### src/rtl/kps_ram.sv
// generic simple dual-port ram with one write port and a registered read port
module kps_ram #(
   parameter int WIDTH = 8,
   parameter int DEPTH = 16
) (
   input  logic                     clock,
   input  logic                     wr_en,
   input  logic [$clog2(DEPTH)-1:0] wr_addr,
   input  logic [WIDTH-1:0]         wr_data,
   input  logic [$clog2(DEPTH)-1:0] rd_addr,
   output logic [WIDTH-1:0]         rd_data
);

   logic [WIDTH-1:0] mem_ff [DEPTH];
   logic [WIDTH-1:0] rd_data_ff;

   // write and registered read
   always_ff @(posedge clock) begin
      if (wr_en) begin
         mem_ff[wr_addr] <= wr_data;
      end
      rd_data_ff <= mem_ff[rd_addr];
   end

   assign rd_data = rd_data_ff;

endmodule

### config.mk
export PLATFORM = sky130hd
export DESIGN_NAME = kps_ram
export DESIGN_NICKNAME = d
export VERILOG_FILES = /design/src/rtl/kps_ram.sv
export SDC_FILE = /design/constraint.sdc
export NUM_CORES = 1
export LEC_CHECK = 0
export BUFFER_PORTS_ARGS = -buffer_cell sky130_fd_sc_hd__buf_2
export CAP_MARGIN = 20
export CORE_ASPECT_RATIO = 1.2
export CORE_MARGIN = 10
export CORE_UTILIZATION = 36
export DETAILED_ROUTE_END_ITERATION = 10
export PLACE_DENSITY_LB_ADDON = 0.25
export SLEW_MARGIN = 20
export SYNTH_ARGS = -nofsm -noshare
export SYNTH_HDL_FRONTEND = slang
export SYNTH_SLANG_ARGS = --single-unit
### constraint.sdc
create_clock -name clock -period 2.6 [get_ports clock]
set_clock_uncertainty 0.05 [all_clocks]
set_input_delay 0.78 -clock clock [delete_from_list [all_inputs] [get_ports clock]]
set_output_delay 0.78 -clock clock [all_outputs]
set_load 0.02 [all_outputs]
Yosys cells after proc, flatten, opt, wreduce, memory -nomap -nowiden:

Memory sizes are Yosys's and may differ from the RTL's. A register that Yosys moved wholly into a read port is not among the register bits.
Cells that the tools add are included.

* mux-type cells: 2

Operators with widths (number)
* two-way mux 1 bit: 2

* input port bits: 18
* memories kept: 1
* flip-flop bits (word level): 0
* word-level logic and storage cells: 3
* RAM bits: 128
* output and inout port bits: 8

Memories
* mem_ff: words 16, width 8, rd ports 1, clocked after Yosys merged registers in 1, write ports 1, RTL line 14 `logic [WIDTH-1:0] mem_ff [DEPTH];`

Longest topological paths before layout:

* depth in word-level cells: 2
* mapped depth: 5
* mapped depth without buffers: 3

Least setup slack after synthesis:

OpenSTA, ideal clock, no wires.

* path type: input to register
* start: input wr_addr[2]
* end: memory mem_ff[0][0] (enable)
* library setup time: 0.383 ns
* path slack: 0.277 ns
* path buffers: 0
* arrival time: 1.890 ns
* stages: 2
* data required time: 2.167 ns
* cells stage by stage: or3b_2 nor3_1

RTL lines
* start: declaration: RTL line 8 `input logic [$clog2(DEPTH)-1:0] wr_addr,`
* end: declaration: RTL line 14

Straight into the memory's write port.

==> metrics.txt <==
top post-synthesis cells by area edfxtp_1 75%, mux4_2 7.9%, mux4_1 7.1%; clock latency on the worst-skew pair 0.41 ns; delay-heaviest family, CP multiplexers; vias 2387; share of layout cells above drive strength 1 0.303; crit-path max FO 32; die area 0.0195 mm²; DRT Wirelength 9790 µm; Worst Slack Setup Final 0.743 ns; Layout Nets 301; final hold vios 0; Setup Fix Bufs, Post-CTS 0; first-pass GRT wire length 15100 µm; Tcrit/Tclk final 0.714; vias per cell 5.13; CTS tree yes; RSZ-0062 raised after global routing no; vias in the first global route 2617; Tmin final 1.86 ns; Worst path depth 5; pwr dens 827 mW/mm²; clock slew at reported path FFs 0.06 ns; Yosys top cell area share 0.747; final slew viol count 0; total power 5.10 mW; reg2reg path depth 3; GRT Total Usage 0.108; Peak VDD IR 0.000383 V; Rows 47; largest net degree at the start of global routing 33; TNS Setup 0 ns; worst hold stages 3; gate count after technology mapping 229; post-cts gate resize count 0; Netlist cell types 19; CTS Hold Buffers Added 0; grt total ovfl 0; Setup Viol. Count Final 0; core area 0.0139 mm²; DRT iter0 DRCs 185; P&R area growth vs syn 19.8%; CTS Buf Count 17; fmax 538 MHz; routed len/inst 21.0 µm; hpwl dp 6260 µm; largest area contributor in the netlist edfxtp_1; ANT cells 0; Worst path max stage delay 0.61 ns; post-route ant nets 0; root buffer cell clkbuf_16; Final Non-Filler Cells 465; WP data arrival 2.09 ns; Ys Warns 0; clock sinks 136; Die Ht 151 µm; final core utilization 0.442; initial core utilization 0.369; Pleak 2.09 nW; CTS HTree Levels 4; Seq/Total Area, Yosys 0.778; GPL Wtd Cong 0.726; register bit total from synthesis 136; Place WS 0.300 ns; Max Cap Viol 0; worst-path cell chain buf_2 > buf_12 > mux4_1 > a22oi_1 > nand2_1; die width 129 µm; Crit-path slowest cell mux4_1; status complete, no violations; Buf+Inv Stages, Crit Path 2; I/O Buffers 25; placed cells 435; actual slew at the worst max-slew pin 0.387 ns; IO Count 26; Rel. slew slack 0.742; syn_area_per_cell 22.5 µm²; HP Class reg -> reg; syn nets 247; initial antenna violation count 1; # DRC 0; Mapped Area 0.00515 mm²; clock buffer depth 2; Critical Path End Type flip-flop; Worst Path Required 2.83 ns; crit path kind in -> reg; First-pass DRT Iterations 4; CP startpoint kind input port
## path summary, 6_finish.rpt
check	slack, ns	end	start
worst max-delay path	0.74	rd_data[0]	rd_addr[0]
worst min-delay path	0.62	rd_data[2]	mem_ff[7][2]
worst max register to register	1.20	rd_data[0]	mem_ff[5][0]
worst min register to register	0.62	rd_data[2]	mem_ff[7][2]
## cell usage after synthesis
master	instances
nand2b_1	2
mux4_2	18
clkdlybuf4s25_2	3
nand3b_1	2
nor2b_1	1
nor3_1	4
and2_1	1
buf_4	1
edfxtp_1	128
a22oi_1	16
mux4_1	14
nor2_1	13
nand3_1	1
nand2_1	9
buf_6	3
buf_2	3
dfxtp_1	8
or3b_2	1
and2b_1	1
## layer usage
layer  track usage  wire [µm]  up-vias
met3        0.0318        499       17
met4        0.0558        189        2
met5             0         11        -
li1              -          -     1082
met2         0.170       4850       56
met1         0.133       4240     1230
## worst register-to-register path, cell delays in order, from the launching register on
cell      delay [ns]
edfxtp_1        0.36
mux4_1          0.53
a22oi_1         0.23
nand2_1         0.10
## cell type report
class	count	area, µm²
repair buffers	45	300
multi-input cells	83	1060
clock inverters	11	156
flip-flops and latches	136	4000
clock buffers	19	433
well taps	171	214
fillers	1172	7770
## through the flow
step,hold WS [ns],cell area [µm²]
detailed placement,0.618,5580
global route,0.662,6160
global placement,0.610,5580
finish,0.622,6160
floorplan,0.579,5150
CTS,0.630,6160
## cell families (layout without fill, tap and decap cells)
family	count (synthesis)	count (layout)	synth area share
flip-flops	136	136	0.778
multiplexers	32	32	0.150
AO/OA/AOI/OAI	16	16	0.0233
AND/OR/NAND/NOR	35	35	0.0318
buffers and inverters	10	75	0.0168
## power breakdown
part	total, mW	leakage [nW]	switching (mW)	internal (mW)
clock	2.39	0.281	0.814	1.58
sequential	2.47	1.22	0.0141	2.45
combinational	0.241	0.586	0.141	0.0996
total	5.10	2.09	0.970	4.13
## registers in the layout (all words and copies together), names as in the netlist
| register | count |
|---|---|
| mem_ff | 128 |
| rd_data | 8 |
## placed cells by master (no fill, tap or decap)
cell type / instances
clkinv_1: 3
nor2b_1: 1
or3b_2: 1
edfxtp_1: 128
clkbuf_16: 17
mux4_2: 18
nor2_1: 13
nand3b_1: 2
nor3_1: 4
bufinv_16: 4
and2_1: 1
nand2_1: 9
and2b_1: 1
nand2b_1: 2
dfxtp_1: 8
clkbuf_1: 2
a22oi_1: 16
clkinvlp_4: 2
mux4_1: 14
buf_12: 2
nand3_1: 1
clkinv_2: 2
buf_2: 25
buf_4: 18
No activity file was read; power rests on OpenSTA's default activity.
