**config.mk**
```make
export PLATFORM = sky130hd
export DESIGN_NAME = kps_lerp
export DESIGN_NICKNAME = d
export VERILOG_FILES = /design/src/rtl/kps_pkg.sv /design/src/rtl/kps_lerp.sv
export SDC_FILE = /design/constraint.sdc
export NUM_CORES = 2
export LEC_CHECK = 0
export BUFFER_PORTS_ARGS = -buffer_cell sky130_fd_sc_hd__buf_2
export CAP_MARGIN = 20
export CORE_UTILIZATION = 35
export DETAILED_ROUTE_END_ITERATION = 10
export PLACE_DENSITY = 0.54
export SLEW_MARGIN = 20
export SYNTH_ARGS = -nofsm -noshare
export SYNTH_HDL_FRONTEND = slang
export SYNTH_SLANG_ARGS = --single-unit
export TNS_END_PERCENT = 10
```
**constraint.sdc**
```tcl
create_clock -name clock -period 12.3 [get_ports clock]
set_input_delay 1.23 -clock clock [delete_from_list [all_inputs] [get_ports clock]]
set_output_delay 1.23 -clock clock [all_outputs]
set_load 0.02 [all_outputs]
```
**src/rtl/kps_pkg.sv**
```systemverilog
// shared widths, codes and key entry type for the keyframe position sampler
package kps_pkg;

   // field widths
   localparam int POS_W     = 32;
   localparam int TICK_W    = 24;
   localparam int MODE_W    = 2;
   localparam int STATUS_W  = 2;
   localparam int CSR_IDX_W = 2;

   // parameter defaults
   localparam int DEF_MAX_KEYS  = 64;
   localparam int DEF_FRAC_BITS = 16;

   // request modes
   localparam logic [MODE_W-1:0] MODE_APPEND = 2'd0;
   localparam logic [MODE_W-1:0] MODE_CLEAR  = 2'd1;
   localparam logic [MODE_W-1:0] MODE_SAMPLE = 2'd2;

   // response status codes
   localparam logic [STATUS_W-1:0] STAT_SAMPLED = 2'd0;
   localparam logic [STATUS_W-1:0] STAT_REST    = 2'd1;
   localparam logic [STATUS_W-1:0] STAT_FULL    = 2'd2;
   localparam logic [STATUS_W-1:0] STAT_DONE    = 2'd3;

   // csr register indexes
   localparam logic [CSR_IDX_W-1:0] CSR_REST_X = 2'd0;
   localparam logic [CSR_IDX_W-1:0] CSR_REST_Y = 2'd1;
   localparam logic [CSR_IDX_W-1:0] CSR_REST_Z = 2'd2;

   // one stored keyframe
   typedef struct packed {
      logic [TICK_W-1:0] tick;
      logic [POS_W-1:0]  x;
      logic [POS_W-1:0]  y;
      logic [POS_W-1:0]  z;
   } key_type;

   localparam int KEY_W = $bits(key_type);

endpackage

```
**src/rtl/kps_lerp.sv**
```systemverilog
// shared multiply-add unit, steps x, y and z from the earlier key toward the later
module kps_lerp #(
   parameter int FRAC_BITS = kps_pkg::DEF_FRAC_BITS
) (
   input  logic                      clock,
   input  logic                      reset,
   input  logic                      start,
   input  logic [FRAC_BITS-1:0]      frac,
   input  kps_pkg::key_type          prev_key,
   input  kps_pkg::key_type          next_key,
   output logic                      done,
   output logic [kps_pkg::POS_W-1:0] pos_x,
   output logic [kps_pkg::POS_W-1:0] pos_y,
   output logic [kps_pkg::POS_W-1:0] pos_z
);
   import kps_pkg::*;

   localparam int PW = POS_W + FRAC_BITS + 2;

   logic                    busy_ff, busy_in;
   logic                    done_ff, done_in;
   logic                    add_ph_ff, add_ph_in;
   logic [1:0]              axis_ff, axis_in;
   logic [FRAC_BITS-1:0]    frac_ff;
   logic signed [POS_W-1:0] p_ff [3];
   logic signed [POS_W-1:0] n_ff [3];
   logic [POS_W-1:0]        res_ff [3];
   logic signed [PW-1:0]    prod_ff;
   logic signed [POS_W:0]   diff;
   logic signed [FRAC_BITS:0] frac_s;
   logic signed [PW-1:0]    prod_in;
   logic signed [PW-1:0]    step;
   logic [POS_W-1:0]        sum;

   // difference times fraction, then floor shift and add
   always_comb begin
      diff    = {n_ff[0][POS_W-1], n_ff[0]} - {p_ff[0][POS_W-1], p_ff[0]};
      frac_s  = {1'b0, frac_ff};
      prod_in = diff * frac_s;
      step    = prod_ff >>> FRAC_BITS;
      sum     = p_ff[0] + step[POS_W-1:0];
   end

   // sequencing: multiply phase then add phase per axis
   always_comb begin
      busy_in   = busy_ff;
      done_in   = 1'b0;
      add_ph_in = add_ph_ff;
      axis_in   = axis_ff;
      if (start) begin
         busy_in   = 1'b1;
         add_ph_in = 1'b0;
         axis_in   = 2'd0;
      end else if (busy_ff) begin
         add_ph_in = !add_ph_ff;
         if (add_ph_ff) begin
            axis_in = axis_ff + 2'd1;
            if (axis_ff == 2'd2) begin
               busy_in = 1'b0;
               done_in = 1'b1;
            end
         end
      end
   end

   // control state
   always_ff @(posedge clock) begin
      if (reset) begin
         busy_ff   <= 1'b0;
         done_ff   <= 1'b0;
         add_ph_ff <= 1'b0;
         axis_ff   <= 2'd0;
      end else begin
         busy_ff   <= busy_in;
         done_ff   <= done_in;
         add_ph_ff <= add_ph_in;
         axis_ff   <= axis_in;
      end
   end

   // operand rotation and result shift
   always_ff @(posedge clock) begin
      if (start) begin
         frac_ff <= frac;
         p_ff[0] <= prev_key.x;
         p_ff[1] <= prev_key.y;
         p_ff[2] <= prev_key.z;
         n_ff[0] <= next_key.x;
         n_ff[1] <= next_key.y;
         n_ff[2] <= next_key.z;
      end else if (busy_ff) begin
         if (!add_ph_ff) begin
            prod_ff <= prod_in;
         end else begin
            p_ff[0]   <= p_ff[1];
            p_ff[1]   <= p_ff[2];
            n_ff[0]   <= n_ff[1];
            n_ff[1]   <= n_ff[2];
            res_ff[0] <= res_ff[1];
            res_ff[1] <= res_ff[2];
            res_ff[2] <= sum;
         end
      end
   end

   assign done  = done_ff;
   assign pos_x = res_ff[0];
   assign pos_y = res_ff[1];
   assign pos_z = res_ff[2];

endmodule
```
* Yosys cells after proc, flatten, opt, wreduce, memory -nomap -nowiden
Memory sizes are Yosys's and may differ from the RTL's.
Index checks and enable logic that the tools add are counted.
** Storage, ports and cells
- Logic and storage cells :: 41
- Register bits after elaboration :: 69
- Memories kept :: 3
- Bits in writable memories :: 288
- Output and inout bits :: 97
** Memories
- n_ff :: depth 3, width 32, rd ports 3, clocked after memory_dff 0, wr ports 3, line kps_lerp.sv:26 : logic signed [POS_W-1:0] n_ff [3];
- p_ff :: depth 3, width 32, rd ports 3, clocked after memory_dff 0, wr ports 3, line kps_lerp.sv:25 : logic signed [POS_W-1:0] p_ff [3];
- res_ff :: depth 3, width 32, rd ports 3, clocked after memory_dff 0, wr ports 3, line kps_lerp.sv:27 : logic [POS_W-1:0] res_ff [3];
** Cells by class
- Multiply operators :: 1
- Bitwise operators :: 7
- Mux-type cells :: 15
- Equality and inequality tests :: 1
- Add/sub/neg operators :: 3
- Reduce and logical (&&, ||, !) cells :: 5
** Operators by type and width (number)
- 32-bit two-way mux :: 4
- 33-bit by 17-bit multiplier with 48-bit output :: 1
- 32-bit by 32-bit subtractor with 33-bit output :: 1
- 32-bit adder :: 1
- 1-bit two-way mux :: 11
- 1-bit OR :: 4
- 4-bit OR reduction :: 1
- 1-bit inverter :: 3
- 3-bit AND reduction :: 1
- 2-bit by 1-bit adder with 2-bit output (second input constant) :: 1
- 2-bit equality test (second input constant) :: 1
- 2-bit AND reduction :: 1
- 2-bit OR reduction :: 1
- 1-bit zero test :: 1

* Depth between registers and ports, before layout
- Depth after elaboration :: 5
- Mapped depth :: 38

* Worst setup path after synthesis
Ideal clock, no wire load.
- Path type :: reg2reg
- Start :: memory p_ff[0][0]
- End :: register prod_ff[38], data pin
- Slack :: 3434 ps
- Setup time :: 260 ps
- Path buffers :: 2
- Arrival :: 8606 ps
- Clock period less this slack :: 8866 ps
- Stages on the path, launching flop included :: 37
- Cell sequence :: edfxtp_1 ha_1 fa_1 nor2b_1 o21a_1 o21ai_1 a21oi_1 a21oi_1 o21ai_0 a21oi_1 o21ai_0 nand3_1 nand3_1 clkbuf_1 a21oi_1 fa_1 inv_1 fa_1 fa_1 inv_1 fa_1 fa_1 inv_1 fa_1 inv_1 ha_1 buf_6 and3_1 a221o_1 a221o_1 a41o_1 a21oi_2 nand2_2 a31o_1 a21o_1 a31o_1 xor2_1
** RTL lines
- start, declared :: line kps_lerp.sv:25
- end signal, assigned :: line kps_lerp.sv:93 : prod_ff <= prod_in;
- end, declared :: line kps_lerp.sv:28 : logic signed [PW-1:0] prod_ff;

==> metrics.md <==
| Metric | Value |
|---|---|
| Register bit total from synthesis | between 300 and 400 |
| CTS Buf Count | 39 |
| # resized after CTS | 0 |
| Post-synth EDFFs | between 300 and 400 |
| Post-DP HPWL | approximately 66 mm |
| Worst Reg-to-Reg Cells | 33 |
| Vias in the first global route | about 24000 |
| Synth Area in Simple Gates | 11.8% |
| HP Class | register to register |
| Number of setup buffers added after CTS | 0 |
| Die X | 313 um |
| Wire per inst | ~19 um |
| Status | finished clean |
| Ys Warns | 0 |
| CTS clock-pin slew for the worst setup and hold paths | 0.06 ns |
| Clock latency at the later pin of the worst-skew pair | about 0.6 ns |
| Number of port buffers | 307 |
| CTS max path bufs | 3 |
| Fmax | between 90 and 100 MHz |
| Vias per inst | slightly below 5 |
| Crit path kind | register to register |
| Top cell type's share of synthesized area | between 20 and 30% |
| FILL cells | 9499 |
| Post-synthesis adder-cell area fraction | a little over a third |
| Post-Synthesis Cell Area | roughly 34000 um^2 |
| R2R Setup Slk | slightly below 2 ns |
| Global-route wire length before repair | 140 mm |
| Placed instance area | 36900 um^2 |
| Drc violations | 0 |
| Distinct cell type count after synthesis | approximately 70 |
| Area added between synthesis and finish | 12.5% |
| Post-synthesis mux area share | roughly 4.3% |
| # rows | approximately 110 |
| Worst path slowest cell | nand4_1 |
| Setup-failing EPs final | 0 |
| Layout cells sized above 1 | 17.2% |
| DRT Wirelength | approximately 89 mm |
| Final Hold Vio Count | 0 |
| Die Area | 97900 um^2 |
| RSZ-0062 raised after global routing | no |
| Congestion Overflow GR | 0 |
| Sequential fraction of the synthesis area | between 30% and 40% |
| H-tree depth | 2 |
| Final Instance Area | between 30000 and 40000 um^2 |
| Crit-path leading delay family | compound AO/OA/AOI/OAI gates |
| Most common cell in the netlist | inv_1 |
| Post-synth top cells | inv_1, fa_1, edfxtp_1 |
| Setup Skew | just under 0.05 ns |
| Clock period minus worst slack | approximately 10 ns |
| Layout Nets | approximately 4300 |
| WP data arrival | 10.69 ns |
| Height of the die | 313 um |
| CP peak stage delay | 0.60 ns |
| Rel. slew slack | 28.7% |
| Worst Hold Path EP | res_ff[0][19]$_DFFE_PP_ |
| Worst Path Required | about 13 ns |
| Worst slew pin tran | approximately 1.1 ns |
| CP endpoint kind | register |
| DRT antenna net count | 0 |
| GRT Util Overall | 18.5% |
| Largest net degree at the start of global routing | approximately 160 |
| Crit Path Max Fanout | 12 |
| Hold Buf Count CTS | 0 |
| FFs w/ async S/R, synth | 0% |
| I/O pin count | around 360 |
| Worst hold slack | 0.442 ns |
| Initial antenna violation count | 1 |
| Xor/xnor share of the synthesized area | approximately 2.6% |
| Synth Area in Compound Gates | 7.06% |
| Yosys top cell by area | edfxtp_1 |
| Cells after Synth | 3164 |
| FF-to-FF Start | p_ff[0][0]$_DFFE_PP_ |
| Initial core utilization | 35.5% |
| Root Driver | clkbuf_16 |
| Mapped Nets | between 4000 and 5000 |
| Layout Utilization | about two fifths |
| WP buf/inv | 4 |
| Period utilization | a little over four fifths |
| Main synth FF type | edfxtp_1 |
| Core ar. | roughly 95000 um^2 |
| Worst R2R End | prod_ff[38]$_DFFE_PP_ |
| Vias after detailed routing | 23100 |
| Mean post-synth cell area | 10.7 um^2 |
| Final setup TNS | 0 ns |
| HP Start | res_ff[0][51]$_DFFE_PP_ |
| RD Place Congestion | 0.832 |
| CTS sink count | 341 |
| First-pass iteration count of the detailed router | 5 |
| Most common cell on crit path | fa_1 |
| Hold path depth | 0 |
| Max-slew violations | 0 |
| CTS tree | built |
| 1st-iter DRT viols | 1396 |
| Top cells by area, synth | edfxtp_1, fa_1, inv_1, ha_1, mux2_2 |
| Startpoint types | register |
| Largest family of logic cells by synthesized area | adder cells |
| Max-cap violation count | 0 |
-- layout by cell type (no fill, tap or decap), types with 11 or more instances in the layout --
| cell type | count |
|---|---|
| o311ai_0 | 11 |
| xnor2_1 | 62 |
| o21ai_0 | 34 |
| xor2_1 | 21 |
| a311oi_1 | 13 |
| edfxtp_1 | 336 |
| o21bai_1 | 13 |
| o21a_1 | 13 |
| buf_2 | 306 |
| and3_1 | 34 |
| nand2_1 | 302 |
| clkbuf_16 | 39 |
| a21o_1 | 38 |
| inv_1 | 647 |
| fa_1 | 487 |
| ha_1 | 178 |
| a211oi_1 | 19 |
| nor3_1 | 49 |
| a21oi_1 | 83 |
| o221ai_1 | 23 |
| nor2b_1 | 18 |
| and2_1 | 172 |
| xnor2_2 | 14 |
| nand2b_1 | 23 |
| buf_4 | 46 |
| nand3_1 | 50 |
| or3_1 | 14 |
| nor4_1 | 14 |
| nand4_1 | 14 |
| a31oi_1 | 21 |
| nor2_1 | 92 |
| mux2_2 | 128 |
-- worst max path at each step --
stage,to,startpoint,cells after the start
after floorplan,prod_ff[38]$_DFFE_PP_,p_ff[0][0]$_DFFE_PP_,36
after global placement,prod_ff[38]$_DFFE_PP_,p_ff[0][0]$_DFFE_PP_,33
after global routing,prod_ff[38]$_DFFE_PP_,p_ff[0][0]$_DFFE_PP_,33
after CTS,prod_ff[38]$_DFFE_PP_,p_ff[0][0]$_DFFE_PP_,33
after detailed placement,prod_ff[38]$_DFFE_PP_,p_ff[0][0]$_DFFE_PP_,33
final,prod_ff[38]$_DFFE_PP_,p_ff[0][0]$_DFFE_PP_,33
-- metrics by stage --
stage          setup slack [ns]  instances
2_1_floorplan              3.43       3164
3_3_place_gp               2.08       4643
3_5_place_dp               2.05       4643
4_1_cts                    2.03       4712
5_1_grt                    1.33       4712
6_report                   1.93       4713
-- layer usage --
metal  GRT usage (%)  vias up  wire length (um)
met2            31.8      610             44100
met3            2.73      148              4290
li1                -    10700                 -
met4            6.27        0              2950
met5               0        -                 0
met1            23.7    11600             37400
-- state kept, by name, indices dropped and copies added, names as in the netlist --
name       cells
n_ff          96
p_ff          96
res_ff        96
prod_ff       32
frac_ff       16
axis_ff        2
add_ph_ff      1
busy_ff        1
done           1
-- area by class of cell --
cell class / instances / area, um^2 / share of cell area, %
antenna: 1 / 2.50 / 0.00658
timing repair buffer: 353 / 1900 / 4.98
sequential: 341 / 10200 / 26.8
tap: 1265 / 1580 / 4.16
clock inverter: 25 / 164 / 0.431
clock buffer: 44 / 995 / 2.61
multi-input combinational: 2035 / 20800 / 54.6
inverter: 649 / 2440 / 6.40
-- kinds of logic (layout without fill, tap and decap cells) --
kind of cell,Yosys count,in the layout
mux,128,128
buf+inv,788,1071
other cells,0,1
fa+ha+maj,665,665
xor+xnor,99,99
simple gates,808,808
flops,341,341
compound gates,335,335
Power is not shown: default switching activity piles up to over one toggle a cycle in this logic, so the estimate is an artifact.
