$ cat src/rtl/kps_pkg.sv
// shared widths, codes and key entry type for the keyframe position sampler
package kps_pkg;

   // field widths
   localparam int POS_W     = 32;
   localparam int TICK_W    = 24;
   localparam int MODE_W    = 2;
   localparam int STATUS_W  = 2;
   localparam int CSR_IDX_W = 2;

   // parameter defaults
   localparam int DEF_MAX_KEYS  = 64;
   localparam int DEF_FRAC_BITS = 16;

   // request modes
   localparam logic [MODE_W-1:0] MODE_APPEND = 2'd0;
   localparam logic [MODE_W-1:0] MODE_CLEAR  = 2'd1;
   localparam logic [MODE_W-1:0] MODE_SAMPLE = 2'd2;

   // response status codes
   localparam logic [STATUS_W-1:0] STAT_SAMPLED = 2'd0;
   localparam logic [STATUS_W-1:0] STAT_REST    = 2'd1;
   localparam logic [STATUS_W-1:0] STAT_FULL    = 2'd2;
   localparam logic [STATUS_W-1:0] STAT_DONE    = 2'd3;

   // csr register indexes
   localparam logic [CSR_IDX_W-1:0] CSR_REST_X = 2'd0;
   localparam logic [CSR_IDX_W-1:0] CSR_REST_Y = 2'd1;
   localparam logic [CSR_IDX_W-1:0] CSR_REST_Z = 2'd2;

   // one stored keyframe
   typedef struct packed {
      logic [TICK_W-1:0] tick;
      logic [POS_W-1:0]  x;
      logic [POS_W-1:0]  y;
      logic [POS_W-1:0]  z;
   } key_type;

   localparam int KEY_W = $bits(key_type);

endpackage

$ cat src/rtl/kps_div.sv
// restoring divider giving the interpolation fraction one bit per cycle
module kps_div #(
   parameter int FRAC_BITS = kps_pkg::DEF_FRAC_BITS
) (
   input  logic                      clock,
   input  logic                      reset,
   input  logic                      start,
   input  logic [kps_pkg::TICK_W-1:0] num,
   input  logic [kps_pkg::TICK_W-1:0] den,
   output logic                      done,
   output logic [FRAC_BITS-1:0]      quot
);
   import kps_pkg::*;

   localparam int CW = $clog2(FRAC_BITS + 1);

   logic                busy_ff, busy_in;
   logic                done_ff, done_in;
   logic [CW-1:0]       cnt_ff, cnt_in;
   logic [TICK_W-1:0]   rem_ff, rem_in;
   logic [TICK_W-1:0]   den_ff, den_in;
   logic [FRAC_BITS-1:0] quot_ff, quot_in;
   logic [TICK_W:0]     rem_dbl;
   logic [TICK_W:0]     rem_sub;
   logic                fits;

   // one trial subtract per cycle, remainder stays below the divisor
   always_comb begin
      rem_dbl = {rem_ff, 1'b0};
      rem_sub = rem_dbl - {1'b0, den_ff};
      fits    = (rem_dbl >= {1'b0, den_ff});
      busy_in = busy_ff;
      done_in = 1'b0;
      cnt_in  = cnt_ff;
      rem_in  = rem_ff;
      den_in  = den_ff;
      quot_in = quot_ff;
      if (start) begin
         busy_in = 1'b1;
         cnt_in  = CW'(FRAC_BITS);
         rem_in  = num;
         den_in  = den;
      end else if (busy_ff) begin
         rem_in  = fits ? rem_sub[TICK_W-1:0] : rem_dbl[TICK_W-1:0];
         quot_in = {quot_ff[FRAC_BITS-2:0], fits};
         cnt_in  = cnt_ff - CW'(1);
         if (cnt_ff == CW'(1)) begin
            busy_in = 1'b0;
            done_in = 1'b1;
         end
      end
   end

   // control state
   always_ff @(posedge clock) begin
      if (reset) begin
         busy_ff <= 1'b0;
         done_ff <= 1'b0;
      end else begin
         busy_ff <= busy_in;
         done_ff <= done_in;
      end
   end

   // datapath
   always_ff @(posedge clock) begin
      cnt_ff  <= cnt_in;
      rem_ff  <= rem_in;
      den_ff  <= den_in;
      quot_ff <= quot_in;
   end

   assign done = done_ff;
   assign quot = quot_ff;

endmodule

$ cat config.mk
export PLATFORM = sky130hd
export DESIGN_NAME = kps_div
export DESIGN_NICKNAME = d
export VERILOG_FILES = /design/src/rtl/kps_pkg.sv /design/src/rtl/kps_div.sv
export SDC_FILE = /design/constraint.sdc
export NUM_CORES = 1
export LEC_CHECK = 0
export BUFFER_PORTS_ARGS = -buffer_cell sky130_fd_sc_hd__buf_2
export CORE_MARGIN = 2
export CORE_UTILIZATION = 40
export DETAILED_ROUTE_END_ITERATION = 6
export PLACE_DENSITY_LB_ADDON = 0.25
export SLEW_MARGIN = 0
export SYNTH_ARGS = -nofsm -noshare
export SYNTH_HDL_FRONTEND = slang
export SYNTH_SLANG_ARGS = --single-unit
export TNS_END_PERCENT = 10
$ cat constraint.sdc
create_clock -name clock -period 2.75 [get_ports clock]
set_clock_uncertainty 0.05 [all_clocks]
set_input_delay 0.1375 -clock clock [delete_from_list [all_inputs] [get_ports clock]]
set_output_delay 0.1375 -clock clock [all_outputs]
set_load 0.01 [all_outputs]
== After elaboration in Yosys (flattened, before gate mapping) ==
Cells that the tools add are included.

* Register bits: 71
* Bits in latches: 0
* Bits in writable memories: 0
* Bits in read-only memories: 0
* Input bits: 51
* Output and inout bits: 17
* Word-level logic and storage cells: 22
* Memories: 0

* Add/sub/neg operators: 2
* $mul: 0
* Divide/modulo/power cells: 0
* $lt $le $gt $ge: 1
* Equality and inequality tests: 1
* Shift operators: 0
* Mux-type cells: 7
* Bitwise gates (word level): 2
* Reductions and logical operators: 3

{| class="wikitable"
|+ Operators with widths
! cell !! count
|-
| $mux W24 || 3
|-
| $ge A25 B24 Y1 || 1
|-
| $sub A24 B24 Y24 || 1
|-
| $eq A5 B1 Y1 const B || 1
|-
| $sub A5 B1 Y5 const B || 1
|-
| $mux W1 || 4
|-
| $reduce_or A3 Y1 || 1
|-
| $not A1 Y1 || 2
|-
| $reduce_and A2 Y1 || 1
|-
| $reduce_bool A2 Y1 || 1
|}

== Logic depth before layout (Yosys ltp) ==
Gate-level depths: netlist (run 1).

* Word-level depth: 4
* Depth in mapped cells: 13
* Gate-level depth less buffers: 11

== Least setup slack after synthesis (run 1) ==
OpenSTA, ideal clock, no wires.

* Path type: register to register
* Start: reg den_ff[0]
* End: reg rem_ff[22], data pin
* Setup time: 255 ps
* Arrival time: 2447 ps
* Data required time: 2445 ps
* Slack: -2 ps
* Stages on the path, launching flop included: 10
* Buffers on the path: 0
* Clock period less this slack: 2752 ps
* Cells stage by stage: edfxtp_1 -> fa_1 -> nor2b_1 -> o21ba_1 -> o31a_2 -> o211ai_4 -> a221oi_4 -> o221ai_1 -> or4b_1 -> and3_1

* Longest elaborated chain between the ends: 4
* Elaborated cells on any way between the ends: 5
* Classes of those cells: add/sub (1); order compare (1); mux (3)

{| class="wikitable"
|+ Ends and longest elaborated chain
! item !! line !! source
|-
| start: declaration || kps_div.sv:21 || <nowiki>logic [TICK_W-1:0] den_ff, den_in;</nowiki>
|-
| start signal: assignment || kps_div.sv:69 || <nowiki>den_ff <= den_in;</nowiki>
|-
| $sub A24 B24 Y24 / $ge A25 B24 Y1 (equally long branches) || kps_div.sv:30, kps_div.sv:31 ||
|-
| $mux W24 * || kps_div.sv:44 || <nowiki>rem_in = fits ? rem_sub[TICK_W-1:0] : rem_dbl[TICK_W-1:0];</nowiki>
|-
| $mux W24 * || kps_div.sv:43 || <nowiki>end else if (busy_ff) begin</nowiki>
|-
| $mux W24 * || kps_div.sv:38 || <nowiki>if (start) begin</nowiki>
|-
| named net rem_in[22] || kps_div.sv:20 || <nowiki>logic [TICK_W-1:0] rem_ff, rem_in;</nowiki>
|-
| end signal: assignment || kps_div.sv:68 || <nowiki>rem_ff <= rem_in;</nowiki>
|-
| end: declaration || kps_div.sv:20 ||
|}

The timed path passes the listed nets; every way through them passes the cells marked *. The select of a mux whose other input is x is not followed.
A chain may end at the register's enable or synchronous reset.

== Final worst setup path (run 1) ==
* Start: reg rem_ff[1]
* End: reg rem_ff[22], data pin

* Longest elaborated chain between the ends: 4
* Elaborated cells on any way between the ends: 5
* Classes of those cells: add/sub (1); order compare (1); mux (3)

{| class="wikitable"
|+ Ends and longest elaborated chain
! item !! line
|-
| $sub A24 B24 Y24 / $ge A25 B24 Y1 (equally long branches) || kps_div.sv:30, kps_div.sv:31
|-
| $mux W24 * || kps_div.sv:44
|-
| $mux W24 * || kps_div.sv:43
|-
| $mux W24 * || kps_div.sv:38
|-
| named net rem_in[22] || kps_div.sv:20
|}

Marks and branches as above.

==> results.cfg, run 1 <==
[drt]
viasPerCell = 5.13
ant_nets = 0
drt_iter0_markers = 119
drc = 0
num_vias = 3388
first_pass_iters = 4
routed_wl_um = 9980
routedWlPerCell_um = 15.1

[run_status]
status = finished clean

[layout]
drive_gt1_share_pct = 28.6
final_nets = 598
fin_util_pct = 54.2
syn_to_final_growth_pct = 33.5
antenna_cells = 0

[power]
power.density_nw_per_um2 = 746
vdd.ir_drop.worst_uv = 260
leakage_nw = 2.31

[floorplanning]
die_y_um = 105
die_x_um = 105
die_area_um2 = 11100
core_area_um2 = 10100
pin_count = 68
start_util_pct = 40.6
row_count = 37

[synth]
synth.distinct_cells = 59
syn_area_per_cell_um2 = 10.4
synth_top_cell_by_area = edfxtp_1
async_flop_share_pct = 0
synthDominantCellAreaShare_pct = 46.7
synth_warnings = 0
synth_ff_type = edfxtp_1
syn_nets = 474
ys_ff_latch = 71
synth_edf_count = 64
yosys-top-cells-area = edfxtp_1 (47%), ha_1 (7.9%), nor2_1 (3.6%)
syn_area_um2 = 4120
netlist_instances = 396
ys_seq_area_share_pct = 50.1

[clocking]
clk_latency_ns = 0.37
clockBufferDepth = 2
cts_tree = built
cts_buffers = 9
cts_sinks = 71
htree_levels = 3
cts_root_buf = clkbuf_8
clk_pin_slew_ns = 0.08

[sta]
setup_violations = 0
rsz0062_at_grt = true
finalHoldViolations = 0
whs_ns = 0.0336
tightest_slew_ns = 0.688
slew_headroom_pct = 54.1
max_freq_mhz = 365
min_period_ns = 2.74
fin_crit_sh_pct = 99.6
drv_slew = 0

[global_route]
gr-usage-all-layers_pct = 18.3
antenna_found_initial = 0
grt_pass1_wl_um = 16100
grt_max_degree = 28
grt-ovfl-total = 0
grt_pass1_vias = 3433

[hold_path]
min_path_cells = 2
hp-class = primary input to register

[placement]
dp_hpwl_um = 6860
gp_congestion = 0.825
port_buffers = 67

[setup_path]
start_kind = register
cp.required_ns = 2.83
ff2ff_path_depth = 9
critPathKind = register to register
arrival_ns = 2.81
path_max_fanout = 5
cp-end-kind = register

[job]
drv_cap = 0
==> kinds of logic after synthesis <==
kind of cell    Yosys count  synth area share, %
flops                    71                 50.1
fa+ha+maj                27                 8.39
buf+inv                  49                 4.68
xor+xnor                 15                 3.19
compound gates           95                 16.7
simple gates            134                 15.7
mux                       5                 1.25
==> cells in the final DEF (no fill, tap or decap), types with 3 or more instances in the layout <==
cell | Yosys | final
buf_4 | 1 | 25
inv_1 | 33 | 32
dfxtp_1 | 7 | 7
buf_6 | 0 | 5
mux2i_1 | 4 | 4
clkbuf_8 | 0 | 10
o21ai_0 | 13 | 11
a31oi_1 | 14 | 14
nor2_1 | 39 | 39
ha_1 | 26 | 18
xnor2_1 | 9 | 9
nand2b_1 | 3 | 3
nand3_1 | 17 | 17
and3_1 | 5 | 3
o211a_1 | 4 | 4
xor2_1 | 6 | 6
a211oi_1 | 3 | 3
a21o_1 | 6 | 6
a21oi_1 | 22 | 20
nand2_1 | 38 | 38
ha_4 | 0 | 6
o21a_1 | 3 | 3
nor2b_1 | 5 | 3
and2_1 | 4 | 4
dlygate4sd3_1 | 0 | 29
buf_2 | 4 | 67
nand4_1 | 5 | 5
a2bb2oi_1 | 7 | 7
edfxtp_1 | 64 | 64
nor3b_1 | 3 | 3
==> per-stage QoR <==
step	TNS, ns	total power [mW]	std cells	cell area [um^2]	worst slack [ns]
2_1_floorplan	0	2.52	396	4120	0.0237
3_3_place_gp	-0.00470	2.96	610	4760	-0.00470
3_5_place_dp	-0.538	2.98	610	4760	-0.104
4_1_cts	0	3.96	656	5330	0.00343
5_1_grt	-0.329	4.35	661	5500	-0.0865
6_report	0	4.10	661	5500	0.0112
==> sequential cells by signal, summed over array words and instances (netlist names) <==
signal   cells
cnt_ff       5
rem_ff      24
den_ff      24
done         1
busy_ff      1
quot        16
==> critical path, cell delays in order, from the launching register on <==
cell and delay [ns]:
edfxtp_1 0.47, ha_4 0.32, o21a_1 0.10, o31a_1 0.17, o21ai_2 0.09, o31a_4 0.33, o211ai_4 0.24, nor2_4 0.07
or4b_1 0.49, and3_1 0.15
==> routing by layer <==
layer | track usage, % | wire length [um] | up-vias
met4 | 7.14 | 138 | 0
met3 | 3.77 | 359 | 12
li1 | - | - | 1694
met5 | 0 | 0 | -
met2 | 30.8 | 5030 | 67
met1 | 23.2 | 4450 | 1615
==> cell usage after synthesis, drive strengths merged (2+ instances only) <==
library cell,number
or4b,2
o221ai,2
a31oi,14
a211oi,3
and3,5
nor3b,3
and2,4
nor3,3
nand4,5
o21a,3
xnor2,9
a21oi,22
ha,26
or2,2
mux2i,4
nor4b,2
o211ai,4
nor2b,5
o31ai,2
nand2b,3
inv,34
o21ai,15
o211a,4
a21o,6
nand2,38
nand3,17
a2bb2oi,7
edfxtp,64
nor2,40
a2111o,2
xor2,6
buf,6
clkbuf,8
or3,2
o31a,3
o21bai,2
dfxtp,7
==> repair_timing <==
action,CTS,global route
gates resized for setup,10,27
endpoints found under the setup margin,13,23
pin swaps,2,13
hold buffers,29,0
buffers inserted,1,5
hold endpoints to repair,30,0
==> final cells by class <==
type / count / area, um^2
fillers: 899 / 4640
flip-flops and latches: 71 / 2060
multi-input cells: 276 / 2040
repair buffers: 127 / 890
well taps: 136 / 170
clock buffers: 10 / 138
inverters: 35 / 131
clock inverters: 6 / 68.8
==> final timing paths <==
check | from | endpoint | slack, ns
setup / recovery | rem_ff[1] | rem_ff[22] | 0.01
hold / removal | num[1] | rem_ff[1] | 0.03
setup reg to reg | rem_ff[1] | rem_ff[22] | 0.01
hold reg to reg | quot[9] | quot[10] | 0.40
==> where the power goes <==
part / switching, mW / internal (mW) / leakage [nW]
combinational: 0.915 / 0.851 / 1.53
sequential: 0.0920 / 1.36 / 0.679
clock: 0.431 / 0.448 / 0.103
Power figures use the tool's default switching activity.
==> inputs of run 2 (changes only) <==
Settings changed: CELL_PAD_IN_SITES_DETAIL_PLACEMENT set to 2, CELL_PAD_IN_SITES_GLOBAL_PLACEMENT set to 2, CORE_UTILIZATION 40 to 33.
==> run 2 against run 1 <==
  * Flip-flop and latch count unchanged
  * Count of clock-buffer cells in the layout unchanged
  * Critical endpoint unchanged
  * Design area is 4.2% higher
  * Setup slack got worse by 0.13 ns
  * Combinational power grew 12%
  * Fmax decreased by 4.6%
  * Via count increased by 4.8%
  * The run now ends with negative setup slack left
==> results.cfg, run 2 (same netlist as run 1, synthesis figures left out) <==
[sta]
whs_ns = 0.0334
finalHoldViolations = 0
rsz0062_at_grt = true
min_period_ns = 2.87
slew_headroom_pct = 52.5
timing.final.ws_setup_ns = -0.122
max_freq_mhz = 348
fin_crit_sh_pct = 104
drv_slew = 0
tightest_slew_ns = 0.712
setup_violations = 1

[placement]
port_buffers = 67
gp_congestion = 0.826
dp_hpwl_um = 8900
dpl.cell_count = 653

[global_route]
grt-busiest-layer = met2
grt_max_degree = 33
antenna_found_initial = 0
grt_pass1_wl_um = 20100
grt_pass1_vias = 3913
met3_usage_pct = 4.55
grt-ovfl-total = 0
met2_usage_pct = 36.3
met1_usage_pct = 23.7
gr-usage-all-layers_pct = 20.0

[power]
power.density_nw_per_um2 = 789
leakage_nw = 2.40
total_power_mw = 4.52
vdd.ir_drop.worst_uv = 429

[floorplanning]
die_x_um = 116
core_area_um2 = 12100
row_count = 40
start_util_pct = 34.0
pin_count = 68
die_area_um2 = 13400
die_y_um = 116

[hold_path]
min_path_cells = 3
hp-class = primary input to register

[clocking]
cts_sinks = 71
htree_levels = 3
cts_root_buf = clkbuf_16
clk_latency_ns = 0.34
clk_pin_slew_ns = 0.06
cts_tree = built
cts_buffers = 9
clockBufferDepth = 2

[drt]
drt_iter0_markers = 107
drc = 0
routedWlPerCell_um = 17.9
first_pass_iters = 4
ant_nets = 0
viasPerCell = 5.03
num_vias = 3552
routed_wl_um = 12700

[setup_path]
cp.required_ns = 2.80
crit_end = rem_ff[22]
max_stage_delay_ns = 0.48
rrSetupSlack_ns = -0.12
crit_path_start = rem_ff[0]
reg2reg_from = rem_ff[0]
ff2ff_path_depth = 10
critPathKind = register to register
cp-end-kind = register
start_kind = register
cpMaxStageDelayCell = or4b_1
path_max_fanout = 2
r2r_end = rem_ff[22]
worstPathCellList = inv_2 > fa_2 > nor2b_4 > o21ba_4 > o31a_4 > o211ai_4 > a221oi_4 > o221ai_2 > or4b_1 > and3_1
arrival_ns = 2.92

[layout]
final_common_cell = buf_2
mostFrequentLayoutCells = buf_2 (67), edfxtp_1 (64), buf_4 (42)
drive_gt1_share_pct = 32.2
stdcell_count = 706
antenna_cells = 0
syn_to_final_growth_pct = 39.2
final_nets = 611

[job]
drv_cap = 0

[run_status]
status = complete, but fails checks
violations = negative setup slack
-- run 2: stage by stage --
step	setup TNS, ns	utilization [%]	setup slack, ns	cell area [um^2]
finish	-0.122	47.3	-0.122	5730
global route	-1.74	47.3	-0.190	5730
floorplan	0	-	0.0237	4120
global placement	-0.0475	40.2	-0.0315	4870
CTS	-0.0440	45.8	-0.0233	5550
detailed placement	-1.55	40.2	-0.178	4870
-- run 2: repair_timing --
item	CTS	global route
setup endpoints to repair	14	24
buffers inserted	7	6
hold buffers	25	0
resized for setup	20	28
hold endpoints to repair	26	0
pin swaps	15	18
gates cloned	0	0
-- run 2: power by group --
group / total (mW) / switching [mW] / internal, mW
logic: 1.99 / 1.04 / 0.948
registers: 1.46 / 0.0977 / 1.36
clock network: 1.07 / 0.462 / 0.607
total: 4.52 / 1.60 / 2.92
-- run 2: worst min-delay path by stage --
stage               slack, ns         end  startpoint
finish                   0.03   rem_ff[9]      num[9]
global route             0.05   rem_ff[9]      num[9]
CTS                      0.02   rem_ff[9]      num[9]
detailed placement       0.27   den_ff[6]      den[6]
global placement         0.26  den_ff[20]     den[20]
floorplan                0.16     busy_ff       reset
-- run 2: layout make-up --
type                    count  area (um^2)
clock buffers              10          229
clock inverters             6         38.8
fillers                  1296         6380
inverters                  35          131
multi-input cells         276         2070
flip-flops and latches     71         2060
well taps                 168          210
repair buffers            140          990
-- run 2: metal layers --
| layer | wire length, um | vias up |
|---|---|---|
| met5 | 0 | - |
| met4 | 197 | 0 |
| met3 | 375 | 14 |
| met2 | 6690 | 52 |
| met1 | 5390 | 1762 |
| li1 | - | 1724 |
-- run 2: critical path: cells and delay by family (launching register included) --
family | cells | cell delay, ns
adders and majority gates | 1 | 0.42
buffers and inverters | 1 | 0.08
and+or+nand+nor | 3 | 0.78
AOI/OAI and AO/OA | 5 | 0.85
DFF | 1 | 0.43
==> inputs of run 3 (changes only) <==
Settings changed: TNS_END_PERCENT 10 to 100.
==> run 3 against run 2 <==
  * The flow still finishes with violations (negative setup slack)
  * Register-to-register slack about the same
  * Global-route usage about the same
  * Critical path depth unchanged
  * Clock power about the same
  * Core utilization increased by 1.8 points
  * Flip-flop and latch count unchanged
  * Non-clock buffer count increased by 12
  * Power increased by 6.0%
  * Wire length increased by 13%
  * Via count increased by 2.0%
  * Count of clock-buffer cells in the layout unchanged
  * Largest power group unchanged
==> results.cfg, run 3 (same netlist as run 1, synthesis figures left out) <==
[clocking]
clockBufferDepth = 2
clk_latency_ns = 0.34
cts_tree = built
htree_levels = 3
clk_pin_slew_ns = 0.06
cts_buffers = 9
cts_sinks = 71
cts_root_buf = clkbuf_16

[global_route]
grt_pass1_vias = 3909
grt-ovfl-total = 0
antenna_found_initial = 0
grt_max_degree = 33
gr-usage-all-layers_pct = 20.0
grt_pass1_wl_um = 20100

[setup_path]
cp-end-kind = register
path_max_fanout = 2
cp.required_ns = 2.80
ff2ff_path_depth = 10
arrival_ns = 2.91
start_kind = register
critPathKind = register to register

[placement]
dpl.cell_count = 653
post_dp_cell_area_um2 = 4870
port_buffers = 67
dp_hpwl_um = 8900
gp_congestion = 0.826

[run_status]
violations = negative setup slack
status = complete, but fails checks

[drt]
num_vias = 3622
drc = 0
first_pass_iters = 4
top_layer = met4
ant_nets = 0
routed_wl_um = 14300
wl_met2_um = 7770
wl_met1_um = 5980
routedWlPerCell_um = 19.9
met3RoutedLength_um = 348
viasPerCell = 5.04
drt_iter0_markers = 122

[sta]
drv_slew = 0
min_period_ns = 2.86
tightest_slew_ns = 0.720
slew_headroom_pct = 52.0
setup_violations = 8
rsz0062_at_grt = true
fin_crit_sh_pct = 104
timing.final.ws_setup_ns = -0.112
finalHoldViolations = 0
max_freq_mhz = 349

[job]
drv_cap = 0

[layout]
final_nets = 623
drive_gt1_share_pct = 36.4
antenna_cells = 0
mostFrequentLayoutCells = buf_2 (67), edfxtp_1 (64), buf_4 (49)
stdcell_count = 718
postLayoutCellArea_um2 = 5940
final_common_cell = buf_2
syn_to_final_growth_pct = 44.4

[floorplanning]
die_area_um2 = 13400
core_area_um2 = 12100
start_util_pct = 34.0
row_count = 40
pin_count = 68
die_x_um = 116
die_y_um = 116

[hold_path]
min_path_cells = 3
hp-class = primary input to register

[power]
leakage_nw = 2.49
vdd.ir_drop.worst_uv = 440
total_power_mw = 4.79
power.density_nw_per_um2 = 806
run 3: area by class of cell:
cell class	count	area [um^2]
fillers	1279	6170
multi-input cells	276	2140
flip-flops and latches	71	2060
repair buffers	152	1130
clock buffers	10	229
well taps	168	210
inverters	35	134
clock inverters	6	38.8
run 3: timing repair:
action	4_1_cts	5_1_grt
pin swaps	15	35
endpoints found under the hold margin	26	0
resized for setup	19	49
endpoints found under the setup margin	14	24
setup buffers	8	16
hold buffers	25	0
cloned	0	1
run 3: power by group:
part	internal [mW]	switching [mW]	leakage (nW)
Clock	0.607	0.463	0.128
Combinational	1.09	1.16	1.68
Sequential	1.37	0.102	0.679
Total	3.06	1.72	2.49
run 3: metrics by stage:
| stage | hold WS [ns] | worst slack (ns) | setup TNS (ns) | utilization [%] |
|---|---|---|---|---|
| 3_3_place_gp | 0.263 | -0.0315 | -0.0475 | 40.2 |
| 5_1_grt | 0.0323 | -0.247 | -3.26 | 49.0 |
| 4_1_cts | 0.0190 | -0.0195 | -0.0531 | 45.9 |
| 3_5_place_dp | 0.267 | -0.178 | -1.55 | 40.2 |
| 2_1_floorplan | 0.160 | 0.0237 | 0 | - |
| 6_report | 0.0299 | -0.112 | -0.366 | 49.0 |
run 3: worst max-delay path: stages, from the launching register on:
cell and delay (ns):
edfxtp_1 0.43, inv_2 0.07, fa_2 0.42, nor2b_4 0.16, o21ba_4 0.15, o31a_4 0.16
o211ai_4 0.09, a221oi_4 0.29, o221ai_2 0.15, or4b_1 0.47, and3_1 0.16
run 3: layer usage:
layer / GRT usage, % / up-vias
li1: - / 1746
met1: 23.6 / 1811
met2: 36.4 / 53
met3: 4.55 / 12
met4: 5.48 / 0
met5: 0 / -
run 3: final timing paths:
path                  start    endpoint  slack (ns)
setup / recovery  rem_ff[0]  rem_ff[22]       -0.11
hold / removal       num[9]   rem_ff[9]        0.03
setup reg to reg  rem_ff[0]  rem_ff[22]       -0.11
hold reg to reg    quot[14]    quot[15]        0.40
